File: src/ifpc_pkg.sv
`default_nettype none

package ifpc_pkg;

  // Fixed geometry
  localparam int MAX_VERTICES = 16;
  localparam int VW           = 4;   // vertex index width
  localparam int ROW_W        = 16;  // adjacency row width
  localparam int CNT_W        = 5;   // vertex_count width
  localparam int POP_W        = 5;   // population count of one row
  localparam int TOTAL_W      = 32;  // path_count width
  localparam int STEP_W       = 4;   // microcode step counter
  localparam int ACT_W        = 4;
  localparam int COND_W       = 3;

  typedef logic [ROW_W-1:0] row_t;
  typedef logic [VW-1:0]    vidx_t;

  // Datapath actions
  localparam logic [ACT_W-1:0] A_IDLE   = 4'd0;
  localparam logic [ACT_W-1:0] A_INIT   = 4'd1;
  localparam logic [ACT_W-1:0] A_U_READ = 4'd2;
  localparam logic [ACT_W-1:0] A_U_LOAD = 4'd3;
  localparam logic [ACT_W-1:0] A_V_PICK = 4'd4;
  localparam logic [ACT_W-1:0] A_V_LOAD = 4'd5;
  localparam logic [ACT_W-1:0] A_W_PICK = 4'd6;
  localparam logic [ACT_W-1:0] A_W_LOAD = 4'd7;
  localparam logic [ACT_W-1:0] A_X_PICK = 4'd8;
  localparam logic [ACT_W-1:0] A_X_LOAD = 4'd9;
  localparam logic [ACT_W-1:0] A_ACC    = 4'd10;
  localparam logic [ACT_W-1:0] A_U_NEXT = 4'd11;
  localparam logic [ACT_W-1:0] A_DONE   = 4'd12;

  // Jump conditions
  localparam logic [COND_W-1:0] C_NEXT    = 3'd0;
  localparam logic [COND_W-1:0] C_ALWAYS  = 3'd1;
  localparam logic [COND_W-1:0] C_U_END   = 3'd2;
  localparam logic [COND_W-1:0] C_VS_ZERO = 3'd3;
  localparam logic [COND_W-1:0] C_WS_ZERO = 3'd4;
  localparam logic [COND_W-1:0] C_W_SKIP  = 3'd5;
  localparam logic [COND_W-1:0] C_XS_ZERO = 3'd6;
  localparam logic [COND_W-1:0] C_X_SKIP  = 3'd7;

  // Program steps
  localparam logic [STEP_W-1:0] S_INIT   = 4'd0;
  localparam logic [STEP_W-1:0] S_U_TOP  = 4'd1;
  localparam logic [STEP_W-1:0] S_U_LOAD = 4'd2;
  localparam logic [STEP_W-1:0] S_V_TOP  = 4'd3;
  localparam logic [STEP_W-1:0] S_V_LOAD = 4'd4;
  localparam logic [STEP_W-1:0] S_W_TOP  = 4'd5;
  localparam logic [STEP_W-1:0] S_W_LOAD = 4'd6;
  localparam logic [STEP_W-1:0] S_X_TOP  = 4'd7;
  localparam logic [STEP_W-1:0] S_X_LOAD = 4'd8;
  localparam logic [STEP_W-1:0] S_ACC    = 4'd9;
  localparam logic [STEP_W-1:0] S_U_NEXT = 4'd10;
  localparam logic [STEP_W-1:0] S_DONE   = 4'd11;

  typedef struct packed {
    logic [ACT_W-1:0]  act;
    logic [COND_W-1:0] cond;
    logic [STEP_W-1:0] target;
  } uword_t;

  // Sequencer to datapath
  typedef struct packed {
    logic [ACT_W-1:0] act;
  } ctrl_t;

  // Datapath to sequencer
  typedef struct packed {
    logic u_end;
    logic vs_zero;
    logic ws_zero;
    logic w_skip;
    logic xs_zero;
    logic x_skip;
  } stat_t;

  // Microcode ROM: the four nested walks over u, v, w, x
  function automatic uword_t ucode(input logic [STEP_W-1:0] step);
    uword_t uw;
    unique case (step)
      S_INIT:   uw = '{act: A_INIT,   cond: C_NEXT,    target: S_INIT};
      S_U_TOP:  uw = '{act: A_U_READ, cond: C_U_END,   target: S_DONE};
      S_U_LOAD: uw = '{act: A_U_LOAD, cond: C_NEXT,    target: S_INIT};
      S_V_TOP:  uw = '{act: A_V_PICK, cond: C_VS_ZERO, target: S_U_NEXT};
      S_V_LOAD: uw = '{act: A_V_LOAD, cond: C_NEXT,    target: S_INIT};
      S_W_TOP:  uw = '{act: A_W_PICK, cond: C_WS_ZERO, target: S_V_TOP};
      S_W_LOAD: uw = '{act: A_W_LOAD, cond: C_W_SKIP,  target: S_W_TOP};
      S_X_TOP:  uw = '{act: A_X_PICK, cond: C_XS_ZERO, target: S_W_TOP};
      S_X_LOAD: uw = '{act: A_X_LOAD, cond: C_X_SKIP,  target: S_X_TOP};
      S_ACC:    uw = '{act: A_ACC,    cond: C_ALWAYS,  target: S_X_TOP};
      S_U_NEXT: uw = '{act: A_U_NEXT, cond: C_ALWAYS,  target: S_U_TOP};
      S_DONE:   uw = '{act: A_DONE,   cond: C_ALWAYS,  target: S_DONE};
      default:  uw = '{act: A_DONE,   cond: C_ALWAYS,  target: S_DONE};
    endcase
    return uw;
  endfunction

  // Index of the lowest set bit (zero for an empty mask)
  function automatic vidx_t lowest_bit(input row_t m);
    vidx_t r;
    r = '0;
    for (int i = ROW_W - 1; i >= 0; i--) begin
      if (m[i]) r = vidx_t'(i);
    end
    return r;
  endfunction

  // Adder-tree population count of one row
  function automatic logic [POP_W-1:0] pop_count(input row_t m);
    logic [1:0] s2 [8];
    logic [2:0] s4 [4];
    logic [3:0] s8 [2];
    for (int i = 0; i < 8; i++) s2[i] = {1'b0, m[2*i]} + {1'b0, m[2*i+1]};
    for (int i = 0; i < 4; i++) s4[i] = {1'b0, s2[2*i]} + {1'b0, s2[2*i+1]};
    for (int i = 0; i < 2; i++) s8[i] = {1'b0, s4[2*i]} + {1'b0, s4[2*i+1]};
    return {1'b0, s8[0]} + {1'b0, s8[1]};
  endfunction

endpackage

`default_nettype wire

File: src/ifpc_if.sv
`default_nettype none

// Command channel: row loads and count requests
interface ifpc_cmd_if;
  logic                 valid;
  logic                 ready;
  logic                 op;
  logic [3:0]           row_index;
  logic [15:0]          row_bits;
  modport source (output valid, op, row_index, row_bits, input ready);
  modport sink   (input valid, op, row_index, row_bits, output ready);
endinterface

// Result channel
interface ifpc_result_if;
  logic                 valid;
  logic                 ready;
  logic [31:0]          path_count;
  modport source (output valid, path_count, input ready);
  modport sink   (input valid, path_count, output ready);
endinterface

// Configuration write channel
interface ifpc_cfg_if;
  logic                 valid;
  logic                 ready;
  logic [4:0]           vertex_count;
  modport source (output valid, vertex_count, input ready);
  modport sink   (input valid, vertex_count, output ready);
endinterface

`default_nettype wire

File: src/ifpc_seq.sv
`default_nettype none

module ifpc_seq (
  input  logic              clk,
  input  logic              rst,
  input  logic              start,
  input  logic              out_free,
  input  ifpc_pkg::stat_t   stat,
  output ifpc_pkg::ctrl_t   ctrl,
  output logic              busy,
  output logic              done_fire
);

  logic [ifpc_pkg::STEP_W-1:0] step;
  logic [ifpc_pkg::STEP_W-1:0] step_next;
  ifpc_pkg::uword_t            uw;
  logic                        jump;

  // Control word fetch
  assign uw = ifpc_pkg::ucode(step);

  // Condition select
  always_comb begin
    unique case (uw.cond)
      ifpc_pkg::C_NEXT:    jump = 1'b0;
      ifpc_pkg::C_ALWAYS:  jump = 1'b1;
      ifpc_pkg::C_U_END:   jump = stat.u_end;
      ifpc_pkg::C_VS_ZERO: jump = stat.vs_zero;
      ifpc_pkg::C_WS_ZERO: jump = stat.ws_zero;
      ifpc_pkg::C_W_SKIP:  jump = stat.w_skip;
      ifpc_pkg::C_XS_ZERO: jump = stat.xs_zero;
      ifpc_pkg::C_X_SKIP:  jump = stat.x_skip;
    endcase
  end

  assign step_next = jump ? uw.target : step + ifpc_pkg::STEP_W'(1);
  assign ctrl.act  = busy ? uw.act : ifpc_pkg::A_IDLE;
  assign done_fire = busy && (uw.act == ifpc_pkg::A_DONE) && out_free;

  // Step counter and run flag
  always_ff @(posedge clk) begin
    if (rst) begin
      busy <= 1'b0;
      step <= ifpc_pkg::S_INIT;
    end else if (!busy) begin
      if (start) begin
        busy <= 1'b1;
        step <= ifpc_pkg::S_INIT;
      end
    end else if (done_fire) begin
      busy <= 1'b0;
    end else begin
      step <= step_next;
    end
  end

endmodule

`default_nettype wire

File: src/ifpc_dp.sv
`default_nettype none

module ifpc_dp (
  input  logic                          clk,
  input  logic                          load,
  input  ifpc_pkg::vidx_t               load_index,
  input  ifpc_pkg::row_t                load_bits,
  input  logic [ifpc_pkg::CNT_W-1:0]    vertex_count,
  input  ifpc_pkg::ctrl_t               ctrl,
  output ifpc_pkg::stat_t               stat,
  output logic [ifpc_pkg::TOTAL_W-1:0]  total
);

  // Row store for the walk, plus a flop copy read column-wise
  ifpc_pkg::row_t              mem [ifpc_pkg::MAX_VERTICES];
  ifpc_pkg::row_t              adj [ifpc_pkg::MAX_VERTICES];
  ifpc_pkg::row_t              rd;
  ifpc_pkg::row_t              rdm;

  logic [ifpc_pkg::CNT_W-1:0]  n;
  logic [ifpc_pkg::CNT_W-1:0]  u;
  ifpc_pkg::vidx_t             v;
  ifpc_pkg::vidx_t             w;
  ifpc_pkg::row_t              vs;
  ifpc_pkg::row_t              ws;
  ifpc_pkg::row_t              xs;
  ifpc_pkg::row_t              fu;
  ifpc_pkg::row_t              fuv;
  ifpc_pkg::row_t              fuvw;
  logic [ifpc_pkg::POP_W-1:0]  cnt;

  ifpc_pkg::row_t              live;
  ifpc_pkg::row_t              at_least_u;
  ifpc_pkg::row_t              col_raw;
  ifpc_pkg::row_t              col_live;
  ifpc_pkg::vidx_t             lo_vs;
  ifpc_pkg::vidx_t             lo_ws;
  ifpc_pkg::vidx_t             lo_xs;
  ifpc_pkg::vidx_t             raddr;
  ifpc_pkg::vidx_t             csel;
  logic [ifpc_pkg::TOTAL_W:0]  sum;

  // Vertices in use and the masks derived from it
  assign n = (vertex_count > ifpc_pkg::CNT_W'(ifpc_pkg::MAX_VERTICES))
             ? ifpc_pkg::CNT_W'(ifpc_pkg::MAX_VERTICES) : vertex_count;
  assign live = (n == ifpc_pkg::CNT_W'(ifpc_pkg::ROW_W)) ? '1
              : ((ifpc_pkg::row_t'(1) << n[ifpc_pkg::VW-1:0]) - ifpc_pkg::row_t'(1));
  assign at_least_u = live
              & ~((ifpc_pkg::row_t'(1) << u[ifpc_pkg::VW-1:0]) - ifpc_pkg::row_t'(1));
  assign rdm = rd & live;

  assign lo_vs = ifpc_pkg::lowest_bit(vs);
  assign lo_ws = ifpc_pkg::lowest_bit(ws);
  assign lo_xs = ifpc_pkg::lowest_bit(xs);

  // Read address and column select per action
  always_comb begin
    raddr = '0;
    csel  = '0;
    unique case (ctrl.act)
      ifpc_pkg::A_U_READ: begin
        raddr = u[ifpc_pkg::VW-1:0];
        csel  = u[ifpc_pkg::VW-1:0];
      end
      ifpc_pkg::A_V_PICK: begin
        raddr = lo_vs;
        csel  = lo_vs;
      end
      ifpc_pkg::A_W_PICK: begin
        raddr = lo_ws;
        csel  = lo_ws;
      end
      ifpc_pkg::A_X_PICK: raddr = lo_xs;
      default: ;
    endcase
  end

  // Column k: which rows have bit k set
  always_comb begin
    for (int a = 0; a < ifpc_pkg::MAX_VERTICES; a++) begin
      col_raw[a] = adj[a][csel];
    end
  end
  assign col_live = col_raw & live;

  // Row loads, registered read
  always_ff @(posedge clk) begin
    if (load) begin
      mem[load_index] <= load_bits;
    end
    rd <= mem[raddr];
  end

  always_ff @(posedge clk) begin
    for (int a = 0; a < ifpc_pkg::MAX_VERTICES; a++) begin
      if (load && (load_index == ifpc_pkg::vidx_t'(a))) adj[a] <= load_bits;
    end
  end

  // Saturating accumulate
  assign sum = {1'b0, total} + (ifpc_pkg::TOTAL_W + 1)'(cnt);

  // Walk registers
  always_ff @(posedge clk) begin
    unique case (ctrl.act)
      ifpc_pkg::A_INIT: begin
        u     <= '0;
        total <= '0;
      end
      ifpc_pkg::A_U_READ: fu <= col_live;
      ifpc_pkg::A_U_LOAD: vs <= rdm;
      ifpc_pkg::A_V_PICK: begin
        v   <= lo_vs;
        vs  <= vs & (vs - ifpc_pkg::row_t'(1));
        fuv <= fu | col_live;
      end
      ifpc_pkg::A_V_LOAD: ws <= rdm;
      ifpc_pkg::A_W_PICK: begin
        w    <= lo_ws;
        ws   <= ws & (ws - ifpc_pkg::row_t'(1));
        fuvw <= fuv | col_live;
      end
      ifpc_pkg::A_W_LOAD: xs <= rdm;
      ifpc_pkg::A_X_PICK: xs <= xs & (xs - ifpc_pkg::row_t'(1));
      ifpc_pkg::A_X_LOAD: cnt <= ifpc_pkg::pop_count(rdm & at_least_u & ~fuvw);
      ifpc_pkg::A_ACC:
        total <= sum[ifpc_pkg::TOTAL_W] ? '1 : sum[ifpc_pkg::TOTAL_W-1:0];
      ifpc_pkg::A_U_NEXT: u <= u + ifpc_pkg::CNT_W'(1);
      default: ;
    endcase
  end

  // Status for the sequencer
  assign stat.u_end   = (u >= n);
  assign stat.vs_zero = (vs == '0);
  assign stat.ws_zero = (ws == '0);
  assign stat.w_skip  = (w == u[ifpc_pkg::VW-1:0]) || rdm[u[ifpc_pkg::VW-1:0]];
  assign stat.xs_zero = (xs == '0);
  assign stat.x_skip  = rdm[v] || rdm[u[ifpc_pkg::VW-1:0]];

endmodule

`default_nettype wire

File: src/induced_five_path_counter.sv
// Row load (op 0): no result; loads are taken back to back while idle.
// Count (op 1): walks each vertex u, each neighbour v of u, each neighbour w of v that
//   passes the u check, and each neighbour x of w tried; each x kept adds to the total.
//   Every step reads one row from the row store.
// One count at a time; the next command is taken as soon as the result is registered.
// Reset (synchronous, rst high): sequencer idle, no result pending, vertex_count = 16;
//   adjacency rows are undefined until loaded.
`default_nettype none

module induced_five_path_counter (
  input  logic                  clk,
  input  logic                  rst,
  ifpc_cmd_if.sink              cmd,
  ifpc_result_if.source         result,
  ifpc_cfg_if.sink              cfg
);

  logic [ifpc_pkg::CNT_W-1:0]   vertex_count;
  logic [ifpc_pkg::TOTAL_W-1:0] total;
  ifpc_pkg::ctrl_t              ctrl;
  ifpc_pkg::stat_t              stat;
  logic                         busy;
  logic                         done_fire;
  logic                         start;
  logic                         load;
  logic                         out_free;
  logic                         result_valid;
  logic [ifpc_pkg::TOTAL_W-1:0] path_count;

  // Command decode
  assign cmd.ready = !busy;
  assign start     = cmd.valid && cmd.ready && cmd.op;
  assign load      = cmd.valid && cmd.ready && !cmd.op;

  // Configuration register
  assign cfg.ready = 1'b1;
  always_ff @(posedge clk) begin
    if (rst) begin
      vertex_count <= ifpc_pkg::CNT_W'(ifpc_pkg::MAX_VERTICES);
    end else if (cfg.valid && cfg.ready) begin
      vertex_count <= cfg.vertex_count;
    end
  end

  ifpc_seq u_seq (
    .clk       (clk),
    .rst       (rst),
    .start     (start),
    .out_free  (out_free),
    .stat      (stat),
    .ctrl      (ctrl),
    .busy      (busy),
    .done_fire (done_fire)
  );

  ifpc_dp u_dp (
    .clk          (clk),
    .load         (load),
    .load_index   (cmd.row_index),
    .load_bits    (cmd.row_bits),
    .vertex_count (vertex_count),
    .ctrl         (ctrl),
    .stat         (stat),
    .total        (total)
  );

  // Output register
  assign out_free = !result_valid || result.ready;
  always_ff @(posedge clk) begin
    if (rst) begin
      result_valid <= 1'b0;
    end else if (done_fire) begin
      result_valid <= 1'b1;
    end else if (result.ready) begin
      result_valid <= 1'b0;
    end
  end

  always_ff @(posedge clk) begin
    if (done_fire) path_count <= total;
  end

  assign result.valid      = result_valid;
  assign result.path_count = path_count;

endmodule

`default_nettype wire

File: src/flat_wrapper.sv
// flat-port wrapper written by rule: the top's interface ports become plain ports
module induced_five_path_counter_flat 
  (clk, rst, cmd_valid, cmd_op, cmd_row_index, cmd_row_bits, cmd_ready, result_valid, result_path_count, result_ready, cfg_valid, cfg_vertex_count, cfg_ready);
  ifpc_cmd_if cmd_i ();
  ifpc_result_if result_i ();
  ifpc_cfg_if cfg_i ();
  input  logic clk;
  input  logic rst;
  input wire logic [$bits(cmd_i.valid)-1:0] cmd_valid;
  input wire logic [$bits(cmd_i.op)-1:0] cmd_op;
  input wire logic [$bits(cmd_i.row_index)-1:0] cmd_row_index;
  input wire logic [$bits(cmd_i.row_bits)-1:0] cmd_row_bits;
  output wire logic [$bits(cmd_i.ready)-1:0] cmd_ready;
  output wire logic [$bits(result_i.valid)-1:0] result_valid;
  output wire logic [$bits(result_i.path_count)-1:0] result_path_count;
  input wire logic [$bits(result_i.ready)-1:0] result_ready;
  input wire logic [$bits(cfg_i.valid)-1:0] cfg_valid;
  input wire logic [$bits(cfg_i.vertex_count)-1:0] cfg_vertex_count;
  output wire logic [$bits(cfg_i.ready)-1:0] cfg_ready;
  assign cmd_i.valid = cmd_valid;
  assign cmd_i.op = cmd_op;
  assign cmd_i.row_index = cmd_row_index;
  assign cmd_i.row_bits = cmd_row_bits;
  assign cmd_ready = cmd_i.ready;
  assign result_valid = result_i.valid;
  assign result_path_count = result_i.path_count;
  assign result_i.ready = result_ready;
  assign cfg_i.valid = cfg_valid;
  assign cfg_i.vertex_count = cfg_vertex_count;
  assign cfg_ready = cfg_i.ready;
  induced_five_path_counter u_core (.clk(clk), .rst(rst), .cmd(cmd_i), .result(result_i), .cfg(cfg_i));
endmodule
File: config.mk
export PLATFORM = sky130hd
export DESIGN_NAME = induced_five_path_counter_flat
export DESIGN_NICKNAME = d
export VERILOG_FILES = /design/src/ifpc_pkg.sv /design/src/ifpc_if.sv /design/src/ifpc_seq.sv /design/src/ifpc_dp.sv /design/src/induced_five_path_counter.sv /design/src/flat_wrapper.sv
export SDC_FILE = /design/constraint.sdc
export NUM_CORES = 1
export LEC_CHECK = 0
export ABC_AREA = 1
export BUFFER_PORTS_ARGS = -buffer_cell sky130_fd_sc_hd__buf_4
export CORE_UTILIZATION = 35
export CTS_BUF_LIST = sky130_fd_sc_hd__clkbuf_16
export CTS_CLUSTER_SIZE = 24
export DETAILED_ROUTE_END_ITERATION = 8
export PLACE_DENSITY = 0.55
export SYNTH_ARGS = -nofsm -noshare
export SYNTH_HDL_FRONTEND = slang
export SYNTH_SLANG_ARGS = --single-unit
File: constraint.sdc
create_clock -name clk -period 9.5 [get_ports clk]
set_input_delay 0.95 -clock clk [delete_from_list [all_inputs] [get_ports clk]]
set_output_delay 0.95 -clock clk [all_outputs]
set_load 0.02 [all_outputs]
==> results of run 1 <==
-- final timing paths --
| kind | slack (ps) | start | end |
|---|---|---|---|
| setup reg to reg | 3320 | u_core.u_dp.u[0] | u_core.u_dp.cnt[2] |
| hold / removal | 450 | u_core.u_dp.total[4] | u_core.result.path_count[4] |
| hold reg to reg | 450 | u_core.u_dp.total[4] | u_core.result.path_count[4] |
| setup / recovery | 3320 | u_core.u_dp.u[0] | u_core.u_dp.cnt[2] |
-- per-layer routing --
| layer | track usage | part of all wire | vias up |
|---|---|---|---|
| met1 | 0.287 | 0.43 | 9232 |
| met2 | 0.346 | 0.47 | 756 |
| met5 | 0 | 0 | - |
| met3 | 0.0242 | 0.068 | 128 |
| li1 | - | - | 9083 |
| met4 | 0.0672 | 0.028 | 0 |
-- worst max-delay path, delay by kind of cell, from the launching register on --
kind,cells,cell delay (ps)
xor+xnor,1,140
fa+ha+maj,7,2910
flops,1,570
simple gates,12,1560
buf+inv,8,740
-- per-stage QoR --
step                 util  hold WS (ps)  cell area [µm²]  power, W  worst slack, ps
finish              0.401           455            27500   0.00459             3320
global route        0.401           462            27500   0.00472             2760
CTS                 0.401           458            27500   0.00462             3330
detailed placement  0.376           441            25800   0.00257             3320
global placement    0.376           441            25800   0.00256             3420
floorplan               -           431            24300   0.00248             3860
-- power by group --
group / switching (W) / internal, W / total (W)
clock: 0.000862 / 0.00120 / 0.00206
sequential: 0.0000211 / 0.00229 / 0.00231
combinational: 0.000154 / 0.0000623 / 0.000216
total: 0.00104 / 0.00355 / 0.00459
-- registers in the layout, summed over array words and instances, names as in the netlist, 32 cells and up --
signal and count:
u_core.result.path_count 32, u_core.u_dp.adj 177, u_core.u_dp.mem 79, u_core.u_dp.total 32
-- cell families after synthesis --
group           after synthesis  share of synthesized area
fa+ha+maj                    42                     0.0250
simple gates               1135                      0.205
flops                       472                      0.568
other cells                   1                   0.000154
buf+inv                     468                     0.0754
compound gates              454                      0.115
xor+xnor                     33                     0.0119
-- cell usage in the layout (no fill, tap or decap), types with 8 or more instances in the layout --
cell type,netlist,layout
sky130_fd_sc_hd__o21ai_0,147,145
sky130_fd_sc_hd__clkinv_1,2,8
sky130_fd_sc_hd__edfxtp_1,434,434
sky130_fd_sc_hd__fa_1,11,11
sky130_fd_sc_hd__xnor2_1,17,17
sky130_fd_sc_hd__clkinv_2,1,13
sky130_fd_sc_hd__nand2_2,11,11
sky130_fd_sc_hd__a21oi_1,85,85
sky130_fd_sc_hd__nor3_1,62,62
sky130_fd_sc_hd__o211ai_1,171,171
sky130_fd_sc_hd__inv_2,12,15
sky130_fd_sc_hd__clkbuf_16,0,53
sky130_fd_sc_hd__dfxtp_1,38,38
sky130_fd_sc_hd__o21ai_1,15,17
sky130_fd_sc_hd__nand2_1,541,541
sky130_fd_sc_hd__nand4_1,15,15
sky130_fd_sc_hd__nand3_1,319,317
sky130_fd_sc_hd__ha_1,31,31
sky130_fd_sc_hd__nor2_1,148,143
sky130_fd_sc_hd__inv_1,325,334
sky130_fd_sc_hd__buf_4,2,104
sky130_fd_sc_hd__xor2_1,16,16
-- cell type report --
class / instances / area, µm²
Sequential cell: 472 / 13800
Fill cell: 6753 / 41100
Timing Repair Buffer: 105 / 801
Tap cell: 931 / 1160
Clock inverter: 43 / 397
Multi-Input combinational cell: 1665 / 8740
Clock buffer: 53 / 1330
Inverter: 341 / 1280
==> report_table.html, run 1 <==
<table>
<tr><th>Metric</th><th>Value</th></tr>
<tr><th colspan="2">Timing</th></tr>
<tr><td>Final critical-path share of the clock period</td><td>0.651</td></tr>
<tr><td>Crit path time final</td><td>approximately 6000 ps</td></tr>
<tr><td>Setup TNS</td><td>0 ps</td></tr>
<tr><td>Worst slew margin relative to its limit</td><td>0.370</td></tr>
<tr><td>Final setup violation count</td><td>0</td></tr>
<tr><td>Pins over their slew limit</td><td>0</td></tr>
<tr><td>Slew @ Worst Pin</td><td>roughly 940 ps</td></tr>
<tr><td>Highest Clock Rate</td><td>0.162 GHz</td></tr>
<tr><td>Worst-case clock skew</td><td>14.4 ps</td></tr>
<tr><td>Setup repair after global routing missed its margin</td><td>no</td></tr>
<tr><td>Hold violation count in the final report</td><td>0</td></tr>
<tr><th colspan="2">Synth</th></tr>
<tr><td>Synth warnings</td><td>0</td></tr>
<tr><td>Leading cell types by count after synthesis</td><td>sky130_fd_sc_hd__nand2_1 (541), sky130_fd_sc_hd__edfxtp_1 (434), sky130_fd_sc_hd__inv_1 (325)</td></tr>
<tr><td>Mapped Cells</td><td>between 2k and 3k</td></tr>
<tr><td>Number of storage elements in the synthesis netlist</td><td>about 470</td></tr>
<tr><td>Register area share after synthesis</td><td>0.568</td></tr>
<tr><td>Mean Syn Cell Area</td><td>9.33 µm²</td></tr>
<tr><td>Yosys cell types</td><td>50</td></tr>
<tr><td>Cell accounting for the most synthesized area</td><td>sky130_fd_sc_hd__edfxtp_1</td></tr>
<tr><td>Post-synth top flop</td><td>sky130_fd_sc_hd__edfxtp_1</td></tr>
<tr><td>Portion of synthesized cell area occupied by the leading cell type</td><td>0.536</td></tr>
<tr><td>Post-synth design cell area</td><td>between 20000 and 25000 µm²</td></tr>
<tr><td>Synth top area cells</td><td>sky130_fd_sc_hd__edfxtp_1 (54%), sky130_fd_sc_hd__nand2_1 (8.4%), sky130_fd_sc_hd__nand3_1 (6.6%)</td></tr>
<tr><td>Post-synthesis async set-or-reset flop share</td><td>0</td></tr>
<tr><td>Most frequent cell after synthesis</td><td>sky130_fd_sc_hd__nand2_1</td></tr>
<tr><td>Count of flip-flops with a built-in enable after synthesis</td><td>between 400 and 500</td></tr>
<tr><td>Net count of the mapped netlist</td><td>2678</td></tr>
<tr><th colspan="2">Layout</th></tr>
<tr><td>Fraction of final layout cells sized beyond drive strength 1</td><td>0.0907</td></tr>
<tr><td>Area overhead of the layout relative to synthesis</td><td>13.2%</td></tr>
<tr><td>Number of nets in the layout</td><td>2709</td></tr>
<tr><td>Non-Filler Instances</td><td>approximately 3.6k</td></tr>
<tr><td>Inserted Diodes</td><td>0</td></tr>
<tr><th colspan="2">CTS</th></tr>
<tr><td>Num CTS Buffers</td><td>just over 50</td></tr>
<tr><td>Sink Count</td><td>472</td></tr>
<tr><td>Clock root buffer master</td><td>sky130_fd_sc_hd__clkbuf_16</td></tr>
<tr><td>Hold buffer count at CTS</td><td>0</td></tr>
<tr><td>Resize count post-CTS</td><td>0</td></tr>
<tr><td>TritonCTS clock tree</td><td>yes</td></tr>
<tr><td>CTS HTree Levels</td><td>2</td></tr>
<tr><td>Insertion delay to the later sink of the worst-skew pair</td><td>around 600 ps</td></tr>
<tr><td>Number of buffers inserted by post-CTS setup repair</td><td>0</td></tr>
<tr><td>Clock buffer depth</td><td>3</td></tr>
<tr><td>Clock Pin Slew Worst Setup and Hold Paths</td><td>about 70 ps</td></tr>
<tr><th colspan="2">Min path</th></tr>
<tr><td>Type of the most critical hold path</td><td>reg -&gt; reg</td></tr>
<tr><td>Hold depth</td><td>0</td></tr>
<tr><th colspan="2">GRT</th></tr>
<tr><td>Maximum number of pins on one net before global-route repair</td><td>between 100 and 150</td></tr>
<tr><td>Overall Global Routing Usage</td><td>0.210</td></tr>
<tr><td>Via count of the first global-routing pass</td><td>18.4k</td></tr>
<tr><td>Remaining Overflow, GRT</td><td>0</td></tr>
<tr><td>Number of antenna violations at the first check in global routing</td><td>2</td></tr>
<tr><td>First-pass GRT wire length</td><td>around 110000 µm</td></tr>
<tr><th colspan="2">Setup path</th></tr>
<tr><td>Worst path required time</td><td>just under 10000 ps</td></tr>
<tr><td>Worst Setup Path Type</td><td>reg -&gt; reg</td></tr>
<tr><td>Depth of the worst register-to-register path</td><td>28</td></tr>
<tr><td>Worst-path cell with the longest stage delay</td><td>sky130_fd_sc_hd__edfxtp_1</td></tr>
<tr><td>Worst path most repeated cell</td><td>sky130_fd_sc_hd__inv_1</td></tr>
<tr><td>Crit start category</td><td>flip-flop</td></tr>
<tr><td>Top fanout value on the critical path</td><td>12</td></tr>
<tr><td>Crit end category</td><td>flip-flop</td></tr>
<tr><td>Data arrival at the endpoint of the critical path</td><td>about 6500 ps</td></tr>
<tr><td>Slowest Stage Delay on Critical Path</td><td>between 500 and 600 ps</td></tr>
<tr><th colspan="2">Placed design</th></tr>
<tr><td>Post-DP HPWL</td><td>around 50000 µm</td></tr>
<tr><td>Routability cong.</td><td>roughly 0.92</td></tr>
<tr><td># placed instances</td><td>3514</td></tr>
<tr><td>Port-buffer cells</td><td>64</td></tr>
<tr><th colspan="2">Floorplan</th></tr>
<tr><td>Width of the chip</td><td>265 µm</td></tr>
<tr><td>Die outline height</td><td>265 µm</td></tr>
<tr><td>Rows</td><td>96</td></tr>
<tr><td>Top Ports</td><td>66</td></tr>
<tr><td>Initial standard-cell utilization of the core</td><td>0.354</td></tr>
<tr><td>Core footprint</td><td>68600 µm²</td></tr>
<tr><td>Die ar.</td><td>a little over 70000 µm²</td></tr>
<tr><th colspan="2">Routing</th></tr>
<tr><td>Post-route DRC violation count</td><td>0</td></tr>
<tr><td>Average wire per standard cell</td><td>20.6 µm</td></tr>
<tr><td>Average via count per standard cell</td><td>~5.3</td></tr>
<tr><td>Aggregate routed wire length</td><td>about 75000 µm</td></tr>
<tr><td>Vias</td><td>about 19k</td></tr>
<tr><td>Post-DRT Antenna Nets</td><td>0</td></tr>
<tr><td>Number of detailed-routing iterations run before antenna repair</td><td>5</td></tr>
<tr><td>Initial drt markers</td><td>between 2k and 2.5k</td></tr>
<tr><th colspan="2">Power and ir drop</th></tr>
<tr><td>Power density over the cells</td><td>around 170 nW/µm²</td></tr>
<tr><td>Largest vdd supply drop</td><td>roughly 0.13 mV</td></tr>
<tr><td>Pleak</td><td>roughly 11 nW</td></tr>
<tr><th colspan="2">Run</th></tr>
<tr><td>Max_cap viols</td><td>0</td></tr>
<tr><th colspan="2">Status</th></tr>
<tr><td>Result of the run</td><td>finished, final reports clean</td></tr>
</table>
No activity file was read; power rests on OpenSTA's default activity.
==> run 2: changes to the inputs <==
- clock period: 9.5 -> 6.4 ns (I/O delays scaled with it)
==> report_table.html, run 2 (synthesis results as in run 1) <==
<table>
<tr><th>Metric</th><th>Value</th></tr>
<tr><th colspan="2">Floorplan</th></tr>
<tr><td>Initial standard-cell utilization of the core</td><td>0.354</td></tr>
<tr><td>Rows</td><td>96</td></tr>
<tr><td>Width of the chip</td><td>265 µm</td></tr>
<tr><td>Die ar.</td><td>~70000 µm²</td></tr>
<tr><td>Die outline height</td><td>between 200 and 300 µm</td></tr>
<tr><td>Top Ports</td><td>66</td></tr>
<tr><td>Core footprint</td><td>about 69000 µm²</td></tr>
<tr><th colspan="2">Routing</th></tr>
<tr><td>Aggregate routed wire length</td><td>75000 µm</td></tr>
<tr><td>Number of detailed-routing iterations run before antenna repair</td><td>6</td></tr>
<tr><td>Average via count per standard cell</td><td>5.34</td></tr>
<tr><td>Average wire per standard cell</td><td>20.7 µm</td></tr>
<tr><td>Vias</td><td>a little under 20k</td></tr>
<tr><td>Post-DRT Antenna Nets</td><td>0</td></tr>
<tr><td>Initial drt markers</td><td>about 2.1k</td></tr>
<tr><td>Post-route DRC violation count</td><td>0</td></tr>
<tr><th colspan="2">Layout</th></tr>
<tr><td>Highest-count cells in the layout ignoring fill and taps</td><td>sky130_fd_sc_hd__nand2_1 (541), sky130_fd_sc_hd__edfxtp_1 (434), sky130_fd_sc_hd__inv_1 (332)</td></tr>
<tr><td>Fraction of final layout cells sized beyond drive strength 1</td><td>0.0930</td></tr>
<tr><td>Registers with the most flip-flops</td><td>u_core.u_dp.adj: 177 flops, u_core.u_dp.mem: 79 flops</td></tr>
<tr><td>Most flop-heavy register</td><td>u_core.u_dp.adj</td></tr>
<tr><td>Number of nets in the layout</td><td>roughly 2.7k</td></tr>
<tr><td>Number of flip-flops in the largest register</td><td>around 180</td></tr>
<tr><td>Area overhead of the layout relative to synthesis</td><td>13.6%</td></tr>
<tr><td>Most common library cell in the layout ignoring fill and taps</td><td>sky130_fd_sc_hd__nand2_1</td></tr>
<tr><td>Inserted Diodes</td><td>0</td></tr>
<tr><th colspan="2">CTS</th></tr>
<tr><td>TritonCTS clock tree</td><td>yes</td></tr>
<tr><td>Num CTS Buffers</td><td>between 50 and 60</td></tr>
<tr><td>Hold buffer count at CTS</td><td>0</td></tr>
<tr><td>CTS HTree Levels</td><td>2</td></tr>
<tr><td>Clock Pin Slew Worst Setup and Hold Paths</td><td>60 ps</td></tr>
<tr><td>Clock buffer depth</td><td>3</td></tr>
<tr><td>Sink Count</td><td>about 470</td></tr>
<tr><td>Insertion delay to the later sink of the worst-skew pair</td><td>620 ps</td></tr>
<tr><td>Clock root buffer master</td><td>sky130_fd_sc_hd__clkbuf_16</td></tr>
<tr><th colspan="2">Power and ir drop</th></tr>
<tr><td>Psw</td><td>around 0.0015 W</td></tr>
<tr><td>Largest vdd supply drop</td><td>between 0.2 and 0.25 mV</td></tr>
<tr><td>Combinational power share</td><td>0.048</td></tr>
<tr><td>Fraction of power spent switching nets</td><td>0.225</td></tr>
<tr><td>Clock power frac</td><td>0.450</td></tr>
<tr><td>Internal power summed over all cells</td><td>around 0.0053 W</td></tr>
<tr><td>Power density over the cells</td><td>between 200 and 250 nW/µm²</td></tr>
<tr><td>Pleak</td><td>between 10 and 15 nW</td></tr>
<tr><td>Sequential fraction of design power</td><td>0.502</td></tr>
<tr><th colspan="2">Timing</th></tr>
<tr><td>Final setup violation count</td><td>0</td></tr>
<tr><td>Crit path time final</td><td>about 6000 ps</td></tr>
<tr><td>Setup repair after global routing missed its margin</td><td>no</td></tr>
<tr><td>Pins over their slew limit</td><td>0</td></tr>
<tr><td>Highest Clock Rate</td><td>0.167 GHz</td></tr>
<tr><td>Min setup slack post-route</td><td>about 420 ps</td></tr>
<tr><td>Worst slew margin relative to its limit</td><td>0.362</td></tr>
<tr><td>Hold violation count in the final report</td><td>0</td></tr>
<tr><td>Slew @ Worst Pin</td><td>956 ps</td></tr>
<tr><td>Setup TNS</td><td>0 ps</td></tr>
<tr><td>Final critical-path share of the clock period</td><td>0.934</td></tr>
<tr><td>Worst-case clock skew</td><td>between 20 and 30 ps</td></tr>
<tr><th colspan="2">Setup path</th></tr>
<tr><td>CP bufs+invs</td><td>6</td></tr>
<tr><td>Worst Setup Path Type</td><td>reg -&gt; reg</td></tr>
<tr><td>Data arrival at the endpoint of the critical path</td><td>roughly 6300 ps</td></tr>
<tr><td>Worst path required time</td><td>~6800 ps</td></tr>
<tr><td>Depth of the worst register-to-register path</td><td>26</td></tr>
<tr><td>Worst path most repeated cell</td><td>sky130_fd_sc_hd__inv_1</td></tr>
<tr><td>Cell depth of the worst setup path</td><td>26</td></tr>
<tr><td>Largest delay share family, worst path</td><td>adder cells</td></tr>
<tr><td>Worst-path cell with the longest stage delay</td><td>sky130_fd_sc_hd__fa_1</td></tr>
<tr><td>Crit end category</td><td>flip-flop</td></tr>
<tr><td>Crit start category</td><td>flip-flop</td></tr>
<tr><td>Top fanout value on the critical path</td><td>8</td></tr>
<tr><td>Slowest Stage Delay on Critical Path</td><td>approximately 540 ps</td></tr>
<tr><th colspan="2">Min path</th></tr>
<tr><td>Type of the most critical hold path</td><td>in -&gt; reg</td></tr>
<tr><td>Hold depth</td><td>2</td></tr>
<tr><th colspan="2">GRT</th></tr>
<tr><td>Number of antenna violations at the first check in global routing</td><td>1</td></tr>
<tr><td>Overall Global Routing Usage</td><td>0.210</td></tr>
<tr><td>Remaining Overflow, GRT</td><td>0</td></tr>
<tr><td>Maximum number of pins on one net before global-route repair</td><td>approximately 220</td></tr>
<tr><td>First-pass GRT wire length</td><td>112000 µm</td></tr>
<tr><td>Via count of the first global-routing pass</td><td>18.3k</td></tr>
<tr><th colspan="2">Placed design</th></tr>
<tr><td>Post-DP HPWL</td><td>50200 µm</td></tr>
<tr><td>Routability cong.</td><td>between 0.8 and 0.9</td></tr>
<tr><td>Worst setup slack before clock tree synthesis</td><td>360 ps</td></tr>
<tr><td>Port-buffer cells</td><td>64</td></tr>
<tr><th colspan="2">Status</th></tr>
<tr><td>Result of the run</td><td>finished, final reports clean</td></tr>
<tr><th colspan="2">Run</th></tr>
<tr><td>Max_cap viols</td><td>0</td></tr>
</table>
run 2: cell count changes in the layout (fill, tap and decap cells not counted), sizes merged:
cell,previous run,this run
clkinv,22,27
bufinv,7,8
clkbuf,53,52
buf,105,116
clkinvlp,3,1
inv,352,347
run 2: path summary, 6_finish.rpt:
| kind | slack [ps] | start | end |
|---|---|---|---|
| hold / removal | 290 | rst | u_core.result.valid |
| hold reg to reg | 460 | u_core.u_dp.total[4] | u_core.result.path_count[4] |
| setup reg to reg | 420 | u_core.u_dp.u[1] | u_core.u_dp.cnt[2] |
| setup / recovery | 420 | u_core.u_dp.u[1] | u_core.u_dp.cnt[2] |
run 2: through the flow:
stage / area, µm² / cells / hold WS, ps / util / power (W)
floorplan: 24300 / 2605 / 431 / - / 0.00367
global placement: 25900 / 3522 / 440 / 0.377 / 0.00381
detailed placement: 25900 / 3522 / 449 / 0.377 / 0.00381
CTS: 27600 / 3616 / 246 / 0.402 / 0.00688
global route: 27600 / 3619 / 259 / 0.402 / 0.00704
finish: 27600 / 3619 / 287 / 0.402 / 0.00683
run 2: worst reg2reg max path: cells and delay by family, from the launching register on:
kind / cells / cell delay, ps
fa+ha+maj: 8 / 3140
simple gates: 11 / 1570
flops: 1 / 510
buf+inv: 6 / 370
xor+xnor: 1 / 140
run 2: per-layer routing:
layer  vias up  global-route usage  wire [µm]
li1       9086                   -          -
met1      9325               0.289      32500
met2       776               0.345      35300
met3       122              0.0287       5290
met4         0              0.0606       1900
met5         -                   0          0
run 2: repair_timing:
item / in CTS / in global routing
setup buffers: 0 / 3
setup endpoints to repair: 0 / 3
endpoints found under the hold margin: 0 / 0
resized for setup: 0 / 0
run 2: power by group through the flow:
stage | sequential, W | combinational (W) | clock, W
floorplan | 0.00348 | 0.000193 | 0
global placement | 0.00349 | 0.000318 | 0
detailed placement | 0.00349 | 0.000323 | 0
CTS | 0.00343 | 0.000324 | 0.00313
global route | 0.00343 | 0.000362 | 0.00325
finish | 0.00343 | 0.000326 | 0.00308
run 2: cell type report:
cell class,count,area (µm²)
clock buffer,52,1300
clock inverter,42,424
fill,6724,41000
inverter,341,1280
multi-input combinational,1665,8740
sequential,472,13800
tap,931,1160
timing repair buffer,116,896
